### src/hw/rtl/jlh_pkg.sv
// Shared types, constants and the mix round function for the lookup2 byte hash.
// Used by jlh_final_mix, jenkins_lookup2_byte_hash and lookup2_hash_checker; depends on nothing.
`timescale 1ns / 1ps

package jlh_pkg;

    localparam logic [31:0] GOLDEN_INIT = 32'h9E3779B9;
    localparam int          BLOCK_LEN   = 12;
    localparam int          MIX_ROUNDS  = 9;
    localparam int          FIFO_DEPTH  = 16;

    typedef struct packed {
        logic [31:0] a;
        logic [31:0] b;
        logic [31:0] c;
    } t_abc;

    typedef struct packed {
        logic zero;
        t_abc abc;
    } t_job;

    // One line of the mix: one word updated from the other two.
    function automatic t_abc mix_round(input t_abc s, input logic [3:0] rnd);
        t_abc r;
        r = s;
        case (rnd)
            4'd0: r.a = (s.a - s.b - s.c) ^ (s.c >> 13);
            4'd1: r.b = (s.b - s.c - s.a) ^ (s.a << 8);
            4'd2: r.c = (s.c - s.a - s.b) ^ (s.b >> 13);
            4'd3: r.a = (s.a - s.b - s.c) ^ (s.c >> 12);
            4'd4: r.b = (s.b - s.c - s.a) ^ (s.a << 16);
            4'd5: r.c = (s.c - s.a - s.b) ^ (s.b >> 5);
            4'd6: r.a = (s.a - s.b - s.c) ^ (s.c >> 3);
            4'd7: r.b = (s.b - s.c - s.a) ^ (s.a << 10);
            4'd8: r.c = (s.c - s.a - s.b) ^ (s.b >> 15);
            default: r = s;
        endcase
        return r;
    endfunction

endpackage

### src/hw/rtl/jenkins_lookup2_byte_hash.sv
// Top level of the streaming lookup2 32-bit byte hash (initial value 0).
// Depends on jlh_pkg, jlh_final_mix and jlh_out_fifo.
`timescale 1ns / 1ps

// One message byte is taken per clock while the input does not stall. A
// full 12-byte block is added into a, b and c and mixed by an iterative
// unit that runs one mix line per cycle while the next block fills. The
// finish (length, tail bytes) enters the final mix pipeline, whose result
// word goes into the output FIFO. If the last byte arrives while a block
// mix is still running, or completes a block, the input stalls until that
// mix ends. An empty message gives 0 in order with the others. Up to
// P_FIFO_DEPTH results may be outstanding; the input stalls when that many
// wait to be taken.
module jenkins_lookup2_byte_hash #(
    parameter int P_FIFO_DEPTH = jlh_pkg::FIFO_DEPTH
) (
    input  logic        i_clk,
    input  logic        i_rst_n,
    input  logic        i_in_valid,
    output logic        o_in_stall,
    input  logic [7:0]  i_data_byte,
    input  logic        i_last_byte,
    input  logic        i_message_empty,
    output logic        o_out_valid,
    input  logic        i_out_stall,
    output logic [31:0] o_hash_value
);

    localparam int OCW = $clog2(P_FIFO_DEPTH + 1);
    localparam int NB  = jlh_pkg::BLOCK_LEN;

    logic [31:0]    r_ma;
    logic [31:0]    r_mb;
    logic [31:0]    r_mc;
    logic [3:0]     r_fill;
    logic [31:0]    r_len;
    logic           r_busy;
    logic [3:0]     r_round;
    logic           r_pend;
    logic [OCW-1:0] r_occ;
    logic [7:0]     r_buf [NB];

    logic [31:0]    n_ma;
    logic [31:0]    n_mb;
    logic [31:0]    n_mc;
    logic [3:0]     n_fill;
    logic [31:0]    n_len;
    logic           n_busy;
    logic [3:0]     n_round;
    logic           n_pend;
    logic [OCW-1:0] n_occ;

    logic           in_acc;
    logic           out_acc;
    logic           blk_done;
    logic           fin_go;
    logic           mf_valid;
    logic [31:0]    mf_hash;
    logic [7:0]     view     [NB];
    logic [7:0]     fin_src  [NB];
    logic [7:0]     fin_byte [NB];
    logic [3:0]     fin_n;
    logic [31:0]    fin_len;
    logic [31:0]    tail_a;
    logic [31:0]    tail_b;
    logic [31:0]    tail_c;
    jlh_pkg::t_abc  mixed;
    jlh_pkg::t_job  job;

    assign in_acc   = i_in_valid && !o_in_stall;
    assign blk_done = (r_fill == 4'(NB - 1));
    assign fin_go   = (in_acc && i_last_byte && !i_message_empty && !blk_done && !r_busy)
                   || (r_pend && !r_busy);
    assign o_in_stall = r_pend || (r_occ == OCW'(P_FIFO_DEPTH));

    always_comb begin
        for (int i = 0; i < NB; i++) begin
            view[i]    = (4'(i) == r_fill) ? i_data_byte : r_buf[i];
            fin_src[i] = r_pend ? r_buf[i] : view[i];
        end
        fin_n   = r_pend ? r_fill : r_fill + 4'd1;
        fin_len = r_pend ? r_len : r_len + 32'd1;
        for (int i = 0; i < NB; i++) begin
            fin_byte[i] = (4'(i) < fin_n) ? fin_src[i] : 8'h00;
        end
        tail_a = {fin_byte[3], fin_byte[2], fin_byte[1], fin_byte[0]};
        tail_b = {fin_byte[7], fin_byte[6], fin_byte[5], fin_byte[4]};
        tail_c = {fin_byte[10], fin_byte[9], fin_byte[8], 8'h00};
        job.zero  = in_acc && i_message_empty;
        job.abc.a = r_ma + tail_a;
        job.abc.b = r_mb + tail_b;
        job.abc.c = r_mc + fin_len + tail_c;
    end

    assign mixed = jlh_pkg::mix_round('{a: r_ma, b: r_mb, c: r_mc}, r_round);

    always_comb begin
        n_ma    = r_ma;
        n_mb    = r_mb;
        n_mc    = r_mc;
        n_fill  = r_fill;
        n_len   = r_len;
        n_busy  = r_busy;
        n_round = r_round;
        n_pend  = r_pend;
        if ((in_acc && i_message_empty) || fin_go) begin
            n_ma    = jlh_pkg::GOLDEN_INIT;
            n_mb    = jlh_pkg::GOLDEN_INIT;
            n_mc    = 32'h0;
            n_fill  = 4'd0;
            n_len   = 32'h0;
            n_busy  = 1'b0;
            n_round = 4'd0;
            n_pend  = 1'b0;
        end else begin
            if (in_acc) begin
                n_len = r_len + 32'd1;
                if (blk_done) begin
                    n_fill  = 4'd0;
                    n_ma    = r_ma + {view[3], view[2], view[1], view[0]};
                    n_mb    = r_mb + {view[7], view[6], view[5], view[4]};
                    n_mc    = r_mc + {view[11], view[10], view[9], view[8]};
                    n_busy  = 1'b1;
                    n_round = 4'd0;
                end else begin
                    n_fill = r_fill + 4'd1;
                end
                if (i_last_byte) begin
                    n_pend = 1'b1;
                end
            end
            if (r_busy) begin
                n_ma    = mixed.a;
                n_mb    = mixed.b;
                n_mc    = mixed.c;
                n_round = r_round + 4'd1;
                if (r_round == 4'(jlh_pkg::MIX_ROUNDS - 1)) begin
                    n_busy = 1'b0;
                end
            end
        end
    end

    always_comb begin
        n_occ = r_occ;
        if (in_acc && (i_last_byte || i_message_empty) && !out_acc) begin
            n_occ = r_occ + 1'b1;
        end else if (!(in_acc && (i_last_byte || i_message_empty)) && out_acc) begin
            n_occ = r_occ - 1'b1;
        end
    end

    always_ff @(posedge i_clk) begin
        if (!i_rst_n) begin
            r_ma    <= jlh_pkg::GOLDEN_INIT;
            r_mb    <= jlh_pkg::GOLDEN_INIT;
            r_mc    <= 32'h0;
            r_fill  <= 4'd0;
            r_len   <= 32'h0;
            r_busy  <= 1'b0;
            r_round <= 4'd0;
            r_pend  <= 1'b0;
            r_occ   <= '0;
        end else begin
            r_ma    <= n_ma;
            r_mb    <= n_mb;
            r_mc    <= n_mc;
            r_fill  <= n_fill;
            r_len   <= n_len;
            r_busy  <= n_busy;
            r_round <= n_round;
            r_pend  <= n_pend;
            r_occ   <= n_occ;
        end
    end

    always_ff @(posedge i_clk) begin
        if (in_acc && !i_message_empty) begin
            r_buf[r_fill] <= i_data_byte;
        end
    end

    jlh_final_mix u_final_mix (
        .i_clk        (i_clk),
        .i_rst_n      (i_rst_n),
        .i_push       (fin_go || (in_acc && i_message_empty)),
        .i_job        (job),
        .o_valid      (mf_valid),
        .o_hash_value (mf_hash)
    );

    jlh_out_fifo #(
        .P_DEPTH (P_FIFO_DEPTH)
    ) u_out_fifo (
        .i_clk   (i_clk),
        .i_rst_n (i_rst_n),
        .i_push  (mf_valid),
        .i_data  (mf_hash),
        .i_pop   (out_acc),
        .o_valid (o_out_valid),
        .o_data  (o_hash_value)
    );

    assign out_acc = o_out_valid && !i_out_stall;

`ifndef SYNTHESIS
    a_blk_not_busy: assert property (@(posedge i_clk) disable iff (!i_rst_n)
        (in_acc && blk_done && !i_message_empty) |-> !r_busy)
        else $error("block completed while mixer busy");

    a_pend_launch: assert property (@(posedge i_clk) disable iff (!i_rst_n)
        (r_pend && !r_busy) |=> !r_pend)
        else $error("pending finish not launched");

    a_empty_resets: assert property (@(posedge i_clk) disable iff (!i_rst_n)
        (in_acc && i_message_empty) |=> (r_fill == 4'd0 && !r_busy && r_len == 32'h0))
        else $error("empty message did not reset state");

    a_occ_output: assert property (@(posedge i_clk) disable iff (!i_rst_n)
        (r_occ == '0) |-> !o_out_valid)
        else $error("result shown with nothing outstanding");
`endif

endmodule

### src/hw/rtl/jlh_final_mix.sv
// Final mix pipeline, one mix line per stage after the input register, feeding the result word.
// Depends on jlh_pkg (t_job, mix_round).
`timescale 1ns / 1ps

module jlh_final_mix (
    input  logic          i_clk,
    input  logic          i_rst_n,
    input  logic          i_push,
    input  jlh_pkg::t_job i_job,
    output logic          o_valid,
    output logic [31:0]   o_hash_value
);

    localparam int NST = jlh_pkg::MIX_ROUNDS + 1;

    logic          r_v   [NST];
    jlh_pkg::t_job r_job [NST];

    always_ff @(posedge i_clk) begin
        if (!i_rst_n) begin
            for (int k = 0; k < NST; k++) begin
                r_v[k] <= 1'b0;
            end
        end else begin
            r_v[0] <= i_push;
            for (int k = 1; k < NST; k++) begin
                r_v[k] <= r_v[k-1];
            end
        end
    end

    always_ff @(posedge i_clk) begin
        r_job[0] <= i_job;
        for (int k = 1; k < NST; k++) begin
            r_job[k].zero <= r_job[k-1].zero;
            r_job[k].abc  <= jlh_pkg::mix_round(r_job[k-1].abc, 4'(k - 1));
        end
    end

    assign o_valid      = r_v[NST-1];
    assign o_hash_value = r_job[NST-1].zero ? 32'h0 : r_job[NST-1].abc.c;

endmodule

### src/hw/rtl/jlh_out_fifo.sv
// Result FIFO between the final mix pipeline and the output channel.
// Standalone; depth comes from the top level.
`timescale 1ns / 1ps

module jlh_out_fifo #(
    parameter int P_DEPTH = 16
) (
    input  logic        i_clk,
    input  logic        i_rst_n,
    input  logic        i_push,
    input  logic [31:0] i_data,
    input  logic        i_pop,
    output logic        o_valid,
    output logic [31:0] o_data
);

    localparam int AW = $clog2(P_DEPTH);
    localparam int CW = $clog2(P_DEPTH + 1);

    logic [31:0]   r_mem [P_DEPTH];
    logic [AW-1:0] r_wr;
    logic [AW-1:0] r_rd;
    logic [CW-1:0] r_cnt;
    logic [AW-1:0] n_wr;
    logic [AW-1:0] n_rd;
    logic [CW-1:0] n_cnt;

    always_comb begin
        n_wr  = r_wr;
        n_rd  = r_rd;
        n_cnt = r_cnt;
        if (i_push) begin
            n_wr = (r_wr == AW'(P_DEPTH - 1)) ? '0 : r_wr + 1'b1;
        end
        if (i_pop) begin
            n_rd = (r_rd == AW'(P_DEPTH - 1)) ? '0 : r_rd + 1'b1;
        end
        if (i_push && !i_pop) begin
            n_cnt = r_cnt + 1'b1;
        end else if (!i_push && i_pop) begin
            n_cnt = r_cnt - 1'b1;
        end
    end

    always_ff @(posedge i_clk) begin
        if (!i_rst_n) begin
            r_wr  <= '0;
            r_rd  <= '0;
            r_cnt <= '0;
        end else begin
            r_wr  <= n_wr;
            r_rd  <= n_rd;
            r_cnt <= n_cnt;
        end
    end

    always_ff @(posedge i_clk) begin
        if (i_push) begin
            r_mem[r_wr] <= i_data;
        end
    end

    assign o_valid = (r_cnt != '0);
    assign o_data  = r_mem[r_rd];

endmodule

### config.mk
export PLATFORM = sky130hd
export DESIGN_NAME = jenkins_lookup2_byte_hash
export DESIGN_NICKNAME = d
export VERILOG_FILES = /design/src/hw/rtl/jlh_pkg.sv /design/src/hw/rtl/jenkins_lookup2_byte_hash.sv /design/src/hw/rtl/jlh_final_mix.sv /design/src/hw/rtl/jlh_out_fifo.sv
export SDC_FILE = /design/constraint.sdc
export NUM_CORES = 2
export LEC_CHECK = 0
export ABC_AREA = 1
export BUFFER_PORTS_ARGS = -buffer_cell sky130_fd_sc_hd__buf_2
export CAP_MARGIN = 20
export CORE_ASPECT_RATIO = 0.5
export CORE_MARGIN = 10
export CORE_UTILIZATION = 65
export CTS_CLUSTER_SIZE = 40
export DETAILED_ROUTE_END_ITERATION = 12
export PLACE_DENSITY = 0.77
export SYNTH_ARGS = -nofsm -noshare
export SYNTH_HDL_FRONTEND = slang
export SYNTH_SLANG_ARGS = --single-unit
### constraint.sdc
create_clock -name i_clk -period 4.7 [get_ports i_clk]
set_clock_uncertainty 0.15 [all_clocks]
set_input_delay 0.47 -clock i_clk [delete_from_list [all_inputs] [get_ports i_clk]]
set_output_delay 0.47 -clock i_clk [all_outputs]
set_load 0.01 [all_outputs]
==> reports/results.txt <==
Area leader, netlist - dfxtp_1
Commonest non-fill, non-tap cell in the layout - nand2_1
Ys async rst share - 0%
CORE AREA - 0.152 mm2
Avg Cell Area, Syn - 8.52 um2
RSZ-0062 raised after global routing - true
Clock H-tree levels - 4
Fin nets - 12923
ANT nets after route - 0
Final min period - 4570 ps
Post-placement cell area - 0.103 mm2
Number of global-route vias before repair - 82397
R2r startpoint - r_mc[4]
Synth Area in XOR/XNOR - 6.25%
Die H - 296 um
First-pass GRT wire length - 499 mm
Mux share of post-synthesis cell area - 1.31%
Yosys cell types - 64
Most frequent cells in the layout - 1954 x nand2_1, 1737 x inv_1, 1071 x dfxtp_1
CTS clk-pin slew, worst paths - 80 ps
Maximum capacitance violations - 0
Max-slew headroom - 7.94%
Remaining DRCs - 0
Simple-gate share of the synthesized area - 16.4%
Initial DRC count - 10851
Hold crit path type - input port to register
Total GRT Usage - 38.8%
Critical path type - register to register
Clk root buf - clkbuf_16
Fillers - 11417
F_max - 0.219 GHz
Routability Congestion - 1.11
Synthesis-to-layout area growth - 9.59%
DIE AREA - 0.170 mm2
Drt wl/cell - 24.0 um
Layout cells sized above 1 - 5.53%
Dominant cells by area after synthesis - dfxtp_1 22%, edfxtp_1 18%, fa_1 8.0%, ha_1 7.7%, nand2_1 7.4%
CP Launch Point - r_mc[4]
Mapped Cells - 11645
Clock tree buffer depth - 3
Tightest Pin Transition - 1370 ps
CTS sink count - 1684
# IOs - 48
Via Count - 85116
Yosys top cell area share - 21.7%
CP Capture Type - register
#FFs+latches synth - 1684
Main synth FF type - dfxtp_1
Initial core utilization - 65.4%
Sequential Area - 0.0398 mm2
GR Overflow Total - 0
IO Port Bufs - 47
Largest family of logic cells by synthesized area - simple AND/OR/NAND/NOR gates
Fin util - 71.7%
Hold path start - i_data_byte[1]
Post-synthesis compound-gate area fraction - 12.6%
Startpoint Class - register
Worst skew pair latency - 830 ps
Largest net degree at the start of global routing - 87
CP arrival - 5060 ps
Multi-input gate area - 0.0521 mm2
Initial antenna violation count - 11
Syn nets - 12667
Crit path required time - 5190 ps
Critical path fanouts, max - 5
Post-route cell area - 0.109 mm2
Final hold violation count - 0
Wirelength, routed - 337 mm
Row count - 101
Final setup viols - 0
Drt first pass iters - 9
Total CTS buffers - 147
Vias per cell - 6.06
Post-synth EDFFs - 608
Sequential share of the synthesized area - 40.1%
Post-Synth Adder-Cell Area - 15.7%
Post-synthesis cell area - 0.0992 mm2
Sum Neg Setup Slack - 0 ps
Final Max Slew Viols - 0
HPWL after detailed placement - 256 mm
Ys Warns - 0
Run status - completed
Die W - 572 um
Crit share post-route - 97.1%
CTS tree - yes
==> cell usage after synthesis, types with 20 or more instances <==
cell type  instances
xnor2_1          190
o21a_1            32
ha_1             611
edfxtp_1         608
o21ai_0          727
clkbuf_1         156
a21boi_0          27
dfxtp_1         1076
nor4_1            35
mux2i_1          130
o21bai_1          48
nand2_1         1954
xor2_1           512
inv_1           1739
a21o_1            73
o21ai_1           60
a21oi_1          933
buf_2             49
nand3_1          671
nor3_1           174
fa_1             397
nand3b_1          37
nor2_1           921
a211oi_1          21
a31oi_1           59
buf_1             20
o211ai_1         174
nand4_1           64
==> layout make-up <==
cell class	count	share of cell area, %
multi-input combinational	7978	47.9
sequential	1684	36.6
inverter	1755	6.06
clock buffer	207	3.87
timing repair buffer	335	2.32
tap	2008	2.31
clock inverter	66	0.871
antenna	10	0.0230
==> flip-flops by register name, indices dropped and copies added (netlist names), 10 cells and up, named ones only <==
| register | count |
|---|---|
| u_final_mix.r_job | 906 |
| r_ma | 32 |
| u_out_fifo.r_mem | 512 |
| r_len | 32 |
| r_buf | 96 |
| r_mb | 32 |
| u_final_mix.r_v | 10 |
| r_mc | 32 |
==> worst paths after layout <==
kind,cells past startpoint,slack (ps),endpoint
min reg2reg,0,180,u_final_mix.r_job[7][96]
max reg2reg,13,130,r_ma[13]
min,2,40,r_buf[4][1]
max,13,130,r_ma[13]
==> logic make-up after synthesis <==
logic type,after synthesis
adder cells (fa/ha/maj),1008
flip-flops,1684
AO/OA/AOI/OAI,2234
XOR/XNOR,704
multiplexers,130
AND/OR/NAND/NOR,3902
buffers and inverters,1983
==> worst max-delay path: stages (launching register included) <==
cell,delay (ps)
dfxtp_1,660
inv_1,250
fa_1,810
ha_1,370
a21oi_1,200
o21ai_0,190
o21ai_0,450
nand2_1,230
nand2_1,180
nand3_1,90
nand3_1,80
nand2_1,70
nor2_1,600
o21ai_1,100
==> routing by layer <==
| metal | global-route usage, % | up-vias | part of all wire [%] |
|---|---|---|---|
| li1 | - | 38943 | - |
| met1 | 48.9 | 39542 | 38 |
| met2 | 61.2 | 5343 | 44 |
| met3 | 9.28 | 1282 | 11 |
| met4 | 22.6 | 6 | 7.4 |
| met5 | 0 | - | 0.012 |
==> what timing repair did <==
action,CTS,global route
endpoints found under the setup margin,0,6
endpoints found under the hold margin,96,0
buffers inserted,0,0
gates resized for setup,0,13
hold buffers,10,0
==> stage by stage <==
| stage | setup slack [ps] | hold slack [ps] | instances |
|---|---|---|---|
| detailed placement | 240 | 165 | 13749 |
| finish | 134 | 45.0 | 14043 |
| floorplan | 780 | 160 | 11645 |
| global route | -44.5 | 32.3 | 14033 |
| global placement | 280 | 161 | 13746 |
| CTS | 241 | 17.7 | 14032 |
Power is not shown: default switching activity piles up to over one toggle a cycle in this logic, so the estimate is an artifact.
